File: config.mk
export PLATFORM = sky130hd
export DESIGN_NAME = shared_segment_key_table
export DESIGN_NICKNAME = d
export VERILOG_FILES = /design/src/design/ssk_pkg.sv /design/src/design/ssk_cell.sv /design/src/design/shared_segment_key_table.sv
export SDC_FILE = /design/constraint.sdc
export NUM_CORES = 2
export LEC_CHECK = 0
export CAP_MARGIN = 20
export CORE_MARGIN = 2
export CORE_UTILIZATION = 60
export DETAILED_ROUTE_END_ITERATION = 10
export DONT_BUFFER_PORTS = 1
export PLACE_DENSITY = 0.85
export SYNTH_ARGS = -nofsm -noshare
export SYNTH_HDL_FRONTEND = slang
export SYNTH_HIERARCHICAL = 1
export SYNTH_SLANG_ARGS = --single-unit
export TNS_END_PERCENT = 100
File: constraint.sdc
create_clock -name clk -period 34 [get_ports clk]
set_clock_uncertainty 0.2 [all_clocks]
set_input_delay 1.7 -clock clk [delete_from_list [all_inputs] [get_ports clk]]
set_output_delay 1.7 -clock clk [all_outputs]
set_load 0.02 [all_outputs]
File: src/design/ssk_pkg.sv
// Package for the shared segment key table: result codes and cell types.
// No dependencies.
`default_nettype none
package ssk_pkg;
  typedef enum logic [2:0] {
    ERR_NONE     = 3'd0,
    ERR_INVALID  = 3'd1,
    ERR_NOSPACE  = 3'd2,
    ERR_NOTFOUND = 3'd3,
    ERR_EXISTS   = 3'd4,
    ERR_REMOVED  = 3'd5
  } err_t;

  localparam logic [31:0] PRIVATE_KEY = 32'hFFFF_FFFF;
  localparam logic [31:0] OP_REMOVE   = 32'd0;

  // What passes along the chain of cells
  typedef struct packed {
    logic        found;    // a used slot with a matching key lies upstream
    logic        has_free; // a free slot lies upstream
    logic [30:0] size;     // stored size of the first match
    logic [6:0]  match_id; // id of first match
    logic [6:0]  free_id;  // id of first free slot
  } chain_t;

  // Request as it travels through the cells
  typedef struct packed {
    logic        mode;
    logic [31:0] key;
    logic [31:0] req_size;
    logic        create;
    logic        exclusive;
    logic [8:0]  perm_bits;
    logic [31:0] target_id;
    logic [31:0] ctl_op;
  } req_t;
endpackage
`default_nettype wire

File: src/design/ssk_cell.sv
// One slot of the segment table: holds its entry and scans the request
// chain passing by. Depends on ssk_pkg.
`default_nettype none
module ssk_cell #(
  parameter logic [6:0] ID = 7'd1
) (
  input  wire                logic clk,
  input  wire                logic rst_n,
  input  wire ssk_pkg::chain_t     chain_in,
  output ssk_pkg::chain_t          chain_out,
  // write back, decided at the end of the chain
  input  wire                logic wr_alloc,
  input  wire                logic wr_clear,
  input  wire                logic [31:0] wr_key,
  input  wire                logic [30:0] wr_size,
  input  wire                logic [8:0]  wr_perm,
  output logic                     used
);
  logic        used_r, used_nxt;
  logic [31:0] key_r, key_nxt;
  logic [30:0] size_r, size_nxt;
  logic [8:0]  perm_r, perm_nxt;
  logic [31:0] probe_key;

  assign used = used_r;
  assign probe_key = wr_key;

  // chain step: first match and first free slot win
  always_comb begin
    chain_out = chain_in;
    if (!chain_in.found && used_r && key_r == probe_key) begin
      chain_out.found    = 1'b1;
      chain_out.size     = size_r;
      chain_out.match_id = ID;
    end
    if (!chain_in.has_free && !used_r) begin
      chain_out.has_free = 1'b1;
      chain_out.free_id  = ID;
    end
  end

  // entry update
  always_comb begin
    used_nxt = used_r;
    key_nxt  = key_r;
    size_nxt = size_r;
    perm_nxt = perm_r;
    if (wr_alloc) begin
      used_nxt = 1'b1;
      key_nxt  = wr_key;
      size_nxt = wr_size;
      perm_nxt = wr_perm;
    end else if (wr_clear) begin
      used_nxt = 1'b0;
      key_nxt  = '0;
      size_nxt = '0;
      perm_nxt = '0;
    end
  end

  always_ff @(posedge clk) begin
    if (!rst_n) begin
      used_r <= 1'b0;
      key_r  <= '0;
      size_r <= '0;
      perm_r <= '0;
    end else begin
      used_r <= used_nxt;
      key_r  <= key_nxt;
      size_r <= size_nxt;
      perm_r <= perm_nxt;
    end
  end
endmodule
`default_nettype wire

File: src/design/shared_segment_key_table.sv
// Top level of the shared segment key table: a row of slot cells scanned
// by a request chain. Depends on ssk_pkg and ssk_cell.
//
// Usage: drive in_* and raise start while busy is low; the request is
// taken at that edge. The row of SLOTS cells compares the key with every
// stored entry and finds the first free slot; the first-match and
// first-free marks ripple along the row of cells. The decision and the
// table update land at the next edge, and the result sits on out_* for the
// cycle after that edge with out_valid high. A new request is not taken
// while busy is high; busy rises at acceptance and stays high
// while the chain settles and the cells take the update, and is low again
// in the cycle the result is shown.
// The receiver cannot stall: each result is presented once only.
// Reset (rst_n low, synchronous) empties every slot and drops busy and
// out_valid.
`default_nettype none
module shared_segment_key_table #(
  parameter int SLOTS = 16
) (
  input  wire logic        clk,
  input  wire logic        rst_n,
  input  wire logic        start,
  output logic             busy,
  input  wire logic        in_mode,
  input  wire logic [31:0] in_key,
  input  wire logic [31:0] in_req_size,
  input  wire logic        in_create,
  input  wire logic        in_exclusive,
  input  wire logic [8:0]  in_perm_bits,
  input  wire logic [31:0] in_target_id,
  input  wire logic [31:0] in_ctl_op,
  output logic             out_valid,
  output logic             out_ok,
  output logic [6:0]       out_segment_id,
  output logic [2:0]       out_error_code
);
  localparam int IDX_W = (SLOTS > 1) ? $clog2(SLOTS) : 1;

  ssk_pkg::req_t   req_r;
  logic            pend_r, pend_nxt;
  logic            vld_r;
  logic            ok_r, ok_nxt;
  logic [6:0]      id_r, id_nxt;
  ssk_pkg::err_t   err_r, err_nxt;
  ssk_pkg::chain_t chain [SLOTS+1];
  logic [SLOTS-1:0] used, alloc_v, clear_v;
  logic            do_alloc, do_clear;
  logic            tid_ok;
  logic [6:0]      tid7;
  logic [IDX_W-1:0] tid_idx;

  assign chain[0] = '0;
  assign busy = pend_r;

  // row of cells
  for (genvar g = 0; g < SLOTS; g++) begin : g_cell
    ssk_cell #(.ID(7'(g + 1))) u_cell (
      .clk(clk), .rst_n(rst_n),
      .chain_in(chain[g]), .chain_out(chain[g+1]),
      .wr_alloc(alloc_v[g]), .wr_clear(clear_v[g]),
      .wr_key(req_r.key), .wr_size(req_r.req_size[30:0]),
      .wr_perm(req_r.perm_bits), .used(used[g])
    );
    assign alloc_v[g] = do_alloc && chain[SLOTS].free_id == 7'(g + 1);
    assign clear_v[g] = do_clear && tid7 == 7'(g + 1);
  end

  assign tid_ok = !req_r.target_id[31] && req_r.target_id != 32'd0 &&
                  req_r.target_id <= 32'(SLOTS);
  assign tid7 = req_r.target_id[6:0];
  // slot index of a valid id (id minus one, taken in IDX_W bits)
  assign tid_idx = req_r.target_id[IDX_W-1:0] - IDX_W'(1);

  // decision on the request held in the register
  always_comb begin
    ok_nxt   = 1'b0;
    id_nxt   = '0;
    err_nxt  = ssk_pkg::ERR_NONE;
    do_alloc = 1'b0;
    do_clear = 1'b0;
    if (!req_r.mode) begin
      if (req_r.req_size[31]) begin
        err_nxt = ssk_pkg::ERR_INVALID;
      end else if (req_r.key != ssk_pkg::PRIVATE_KEY && chain[SLOTS].found) begin
        if (req_r.create && req_r.exclusive) begin
          err_nxt = ssk_pkg::ERR_EXISTS;
        end else if (req_r.req_size[30:0] > chain[SLOTS].size) begin
          err_nxt = ssk_pkg::ERR_INVALID;
        end else begin
          ok_nxt = 1'b1;
          id_nxt = chain[SLOTS].match_id;
        end
      end else if (req_r.key != ssk_pkg::PRIVATE_KEY && !req_r.create) begin
        err_nxt = ssk_pkg::ERR_NOTFOUND;
      end else if (!chain[SLOTS].has_free) begin
        err_nxt = ssk_pkg::ERR_NOSPACE;
      end else begin
        ok_nxt   = 1'b1;
        id_nxt   = chain[SLOTS].free_id;
        do_alloc = pend_r;
      end
    end else begin
      if (req_r.ctl_op[31] || !tid_ok) begin
        err_nxt = ssk_pkg::ERR_INVALID;
      end else if (!used[tid_idx]) begin
        err_nxt = ssk_pkg::ERR_REMOVED;
      end else if (req_r.ctl_op != ssk_pkg::OP_REMOVE) begin
        err_nxt = ssk_pkg::ERR_INVALID;
      end else begin
        ok_nxt   = 1'b1;
        do_clear = pend_r;
      end
    end
  end

  assign pend_nxt = start && !pend_r;

  always_ff @(posedge clk) begin
    if (pend_nxt) req_r <= {in_mode, in_key, in_req_size, in_create, in_exclusive,
                            in_perm_bits, in_target_id, in_ctl_op};
    ok_r  <= ok_nxt;
    id_r  <= id_nxt;
    err_r <= err_nxt;
  end

  always_ff @(posedge clk) begin
    if (!rst_n) begin
      pend_r <= 1'b0;
      vld_r  <= 1'b0;
    end else begin
      pend_r <= pend_nxt;
      vld_r  <= pend_r;
    end
  end

  assign out_valid      = vld_r;
  assign out_ok         = ok_r;
  assign out_segment_id = id_r;
  assign out_error_code = err_r;
endmodule
`default_nettype wire
# --- Yosys cells after proc, flatten, opt, wreduce, memory -nomap -nowiden ---
# Index checks and enable logic that the tools add are counted.
classes:
  n_addsub: 1
  n_lt_le_gt_ge: 3
  eq_ne: 49
  mux: 196
  reduce_logical: 152
ops:
  columns: ["op", "n"]
  rows:
  - ["32-bit 2-to-1 mux", 32]
  - ["31-bit 2-to-1 mux", 32]
  - ["38-bit 2-to-1 mux", 16]
  - ["32-bit equality test", 16]
  - ["7-bit by 4-bit equality test with 1-bit output, second input constant", 16]
  - ["1-bit 2-to-1 mux", 87]
  - ["1-bit logical AND", 84]
  - ["32-bit nonzero test", 2]
  - ["7-bit by 3-bit equality test with 1-bit output, second input constant", 8]
  - ["1-bit zero test", 48]
  - ["7-bit 2-to-1 mux", 5]
  - ["32-bit by 5-bit less-or-equal comparator with 1-bit output, second input constant", 1]
  - ["4-bit 2-to-1 mux", 8]
  - ["32-bit inequality test, second input constant", 1]
  - ["2-bit nonzero test", 16]
  - ["31-bit greater-than comparator", 1]
  - ["3-bit 2-to-1 mux", 10]
  - ["7-bit by 2-bit equality test with 1-bit output, second input constant", 4]
  - ["7-bit by 1-bit equality test with 1-bit output, second input constant", 2]
  - ["7-bit by 5-bit equality test with 1-bit output, second input constant", 2]
  - ["2-bit 2-to-1 mux", 4]
  - ["4-bit by 5-bit less-than comparator with 1-bit output, second input constant", 1]
  - ["5-bit 2-to-1 mux", 1]
  - ["1-bit binary-select mux with 4-bit select", 1]
  - ["3 further kinds", 3]
totals:
  ff_bits: 1168
  input_bits: 143
  elab_cells: 461

# --- Depth between registers and ports, before layout ---
depth:
  ltp_word: 69
  ltp_mapped: 75
  ltp_nobuf: 58

# --- Cells and area by module ---
# Netlist, hierarchy kept.
modules_own_cells:
  columns: ["module", "n_inst", "cells_each", "area_per_inst_um2", "seq_area_each_um2"]
  rows:
  - ["ssk_cell", 16, 379, 3458.3, 1281.2]
  - ["shared_segment_key_table", 1, 413, 6233.5, 4464.3]

# --- Worst setup path before layout ---
# OpenSTA, ideal clock, no wires.
synth_timing:
  path_kind: "register -> register"
  from: "register req_r[110] (netlist name)"
  to: "register g_cell[0].u_cell.key_r[0]"
  setup_time_ns: 0.066
  t_arrival_ns: 13.269
  required_time_ns: 33.734
  path_slack_ns: 20.465
  path_stages_with_launch: 76
  path_buffers: 19
  period_less_slack_ns: 13.535
  path_cell_list: "edfxtp_1 > xnor2_1 > nand4_1 > nor4b_1 > nand3_1 > clkbuf_1 > nand2b_1 > nor4b_1 > nand3_1 > clkbuf_1 > nand2b_1 > nor4b_1 > nand3_1 > clkbuf_1 > nand2b_1 > nor4b_1 > nand3_1 > clkbuf_1 > [40 not listed] > nand2b_1 > nor4b_1 > nand3_1 > clkbuf_1 > nand2b_1 > nor4b_1 > nand3_1 > clkbuf_1 > nand2b_1 > nand2b_1 > a21oi_1 > nand3_1 > nor3b_1 > clkbuf_1 > clkbuf_1 > clkbuf_1 > a21oi_1 > nor2b_1"
synth_lines:
  columns: ["item", "line_no", "rtl"]
  rows:
  - ["start, declared", "shared_segment_key_table.sv:39", "ssk_pkg::req_t req_r;"]
  - ["start signal, assigned", "shared_segment_key_table.sv:119", "if (pend_nxt) req_r <= {in_mode, in_key, in_req_size, in_create, in_exclusive,"]
  - ["end signal, assigned", "ssk_cell.sv:69", "key_r <= key_nxt;"]
  - ["end, declared", "ssk_cell.sv:20", "logic [31:0] key_r, key_nxt;"]

==> key figures <==
Setup path
  – Reg-to-reg endpoint: g_cell[4].u_cell/size_r[18]
  – Crit path to: g_cell[4].u_cell/size_r[18]
  – Worst R2R Path Depth: 71
  – Crit-path max FO: 67
  – Top cell by count, worst path: nand2b_1
  – Kind of critical path: register to register
  – Reg2reg setup slack: 13.35 ns
  – Max incr delay on CP: ~0.8 ns
  – Endpoint class of the critical path: register
  – Crit path from: req_r[111]
  – WP data arrival: roughly 21 ns
  – Required @ worst endpoint: roughly 34 ns
  – RR Startpoint: req_r[111]
  – Critical path startpoint category: register
  – Slowest CP cell: nor4b_1

Clocking
  – Post-cts sizing count: 0
  – CTS tree: done
  – H-Tree Depth: 3
  – Hold buffers post-CTS: 0
  – CTS Buf Count: 119
  – Clock latency on the worst-skew pair: 0.74 ns
  – CTS sink cnt: 1168
  – Root buffer cell: clkbuf_16
  – Post-CTS setup buffer count: 0
  – Reg clk slew, reported paths: 0.06 ns
  – CTS max path bufs: 3

Power and ir drop
  – Cell leakage power: 0.0229 µW
  – Final Total Pwr: 2940 µW
  – Worst IR Drop VDD: 52.4 µV
  – Pwr dens: 44.3 nW/µm²

Drt
  – Iter 0 DRT Violations: slightly above 4000
  – Number of remaining DRC errors: 0
  – DRT Pass-1 Iters: 5
  – Post-DRT Antenna Nets: 0
  – Vias: 46315
  – Detailed-route vias per instance: about 6.0
  – Final WL: approximately 160 mm
  – Routed wire per std cell: about 20 µm

Die
  – Initial core utilization: 0.603
  – Die ar.: 105000 µm²
  – Core outline area: 102000 µm²
  – Core Rows: around 120
  – Chip width: 324 µm
  – Io pins: 156
  – Die span in y: 324 µm

Timing
  – # setup viols final: 0
  – Least-Margin Pin Slew: 3.39 ns
  – Max frequency: between 0.04 and 0.05 GHz
  – Unrepaired setup endpoints after global routing: false
  – Worst hold margin: roughly 0.29 ns
  – Slew headroom: -1.26
  – Post-route minimum period: 20.65 ns
  – Final Hold Viols: 0
  – Setup TNS: 0 ns
  – Final count of pins violating max slew: ~800
  – Part of the cycle the worst path needs: 0.607

Run status
  – Failing checks: max-slew violations
  – Status: complete, but fails checks

Place
  – IO buf count: 0
  – Hpwl dp: 89.5 mm
  – Placed Area: 62300 µm²
  – GP Congestion: 0.847

Finish
  – Footprint of the multi-input gates: 34700 µm²
  – Fill cells: approximately 7700
  – Area delta synth->final: 8.35%
  – Final #Nets: 6437
  – Share of layout cells above drive strength 1: 0.144
  – Post-route design area: 66400 µm²
  – Storage element area: around 25000 µm²

Synth
  – Avg Inst Size Synth: 9.48 µm²
  – Yosys warning total: 6
  – Mapped Area: 61300 µm²
  – Syn Inst Count: ~6500

GRT
  – Overall overflow remaining after global route: 0
  – Antenna violations before repair: 3
  – GRT Util Overall: 0.291
  – Largest net degree at the start of global routing: between 1000 and 1500
  – Global-route wire length before repair: 244 mm
  – Vias in the first global route: 44724

Job
  – Maximum capacitance violations: 0

Worst hold path
  – Hold Path Depth: 1
  – Hold WC Path Type: register to register
## flip-flops by register name, summed over array words and instances (netlist names)
name,cells
out_valid,1
req_r,131
busy,1
out_ok,1
out_segment_id,7
g_cell.u_cell/used,16
out_error_code,3
g_cell.u_cell/size_r,496
g_cell.u_cell/key_r,512
## worst min path at each step
stage | slack, ns | end | startpoint
after detailed placement | 0.27 | out_error_code[2] | req_r[106]
after CTS | 0.28 | out_error_code[2] | req_r[106]
final | 0.29 | out_error_code[2] | req_r[106]
after global routing | 0.30 | out_error_code[2] | req_r[106]
after floorplan | 0.24 | out_error_code[2] | req_r[106]
after global placement | 0.27 | out_error_code[2] | req_r[106]
## metal layers
layer	track usage	vias to the layer above	wire, µm
met3	0.0541	365	11900
met1	0.365	22601	65100
li1	-	21858	-
met2	0.496	1491	74500
met4	0.115	0	5620
met5	0	-	0
## stage by stage
step / worst slack, ns / std cells / utilization
finish: 13.35 / 7729 / 0.654
floorplan: 20.47 / 6516 / -
global placement: 14.22 / 7500 / 0.613
CTS: 13.56 / 7723 / 0.653
global route: 12.80 / 7729 / 0.654
detailed placement: 13.97 / 7502 / 0.613
## critical path, delay by kind of cell (launching register included)
kind / cells / cell delay, ns
DFF: 1 / 0.33
xor gates and xnor gates: 1 / 0.19
and+or+nand+nor: 54 / 11.64
buffers and inverters: 14 / 6.96
AOI/OAI and AO/OA: 2 / 0.92
## final cells by class
cell class | count | share of cell area
Antenna cell | 2 | 0.0000754
Clock buffer | 181 | 0.0551
Clock inverter | 40 | 0.00691
Inverter | 34 | 0.00192
Multi-Input combinational cell | 4797 | 0.523
Sequential cell | 1168 | 0.372
Tap cell | 1368 | 0.0258
Timing Repair Buffer | 139 | 0.0155
## layout by cell type, fill, tap and decap left out, types with 5 or more instances in the layout
master        n
and2_1       82
o21a_1       18
xor2_1       19
dfxtp_1    1037
nor2b_1    1103
or2_2        35
clkbuf_1     23
clkbuf_16   124
nand3_2      16
nand2b_1     72
nor2_4       17
nand3_1      23
a21oi_1    1026
ha_1         35
xnor2_1     496
clkbuf_8     34
mux2_2      336
o21ai_0       8
buf_4       133
buf_2         5
nor3b_1    1009
conb_1       49
a22o_1        7
nor2_1       24
mux2_4      160
edfxtp_1    131
clkinv_2     18
nor4_1       32
nor3_2        9
bufinv_16     6
nor4b_1      18
nand4_1     131
nand2_1      23
inv_1        34
nor3_1       22
## where the power goes
| group | leakage (µW) | switching [µW] | internal (µW) |
|---|---|---|---|
| clock network | 0.00203 | 568 | 789 |
| logic | 0.0112 | 80.7 | 85.7 |
| registers | 0.00961 | 14.6 | 1410 |
| total | 0.0229 | 663 | 2280 |
No activity file was read; power rests on OpenSTA's default activity.
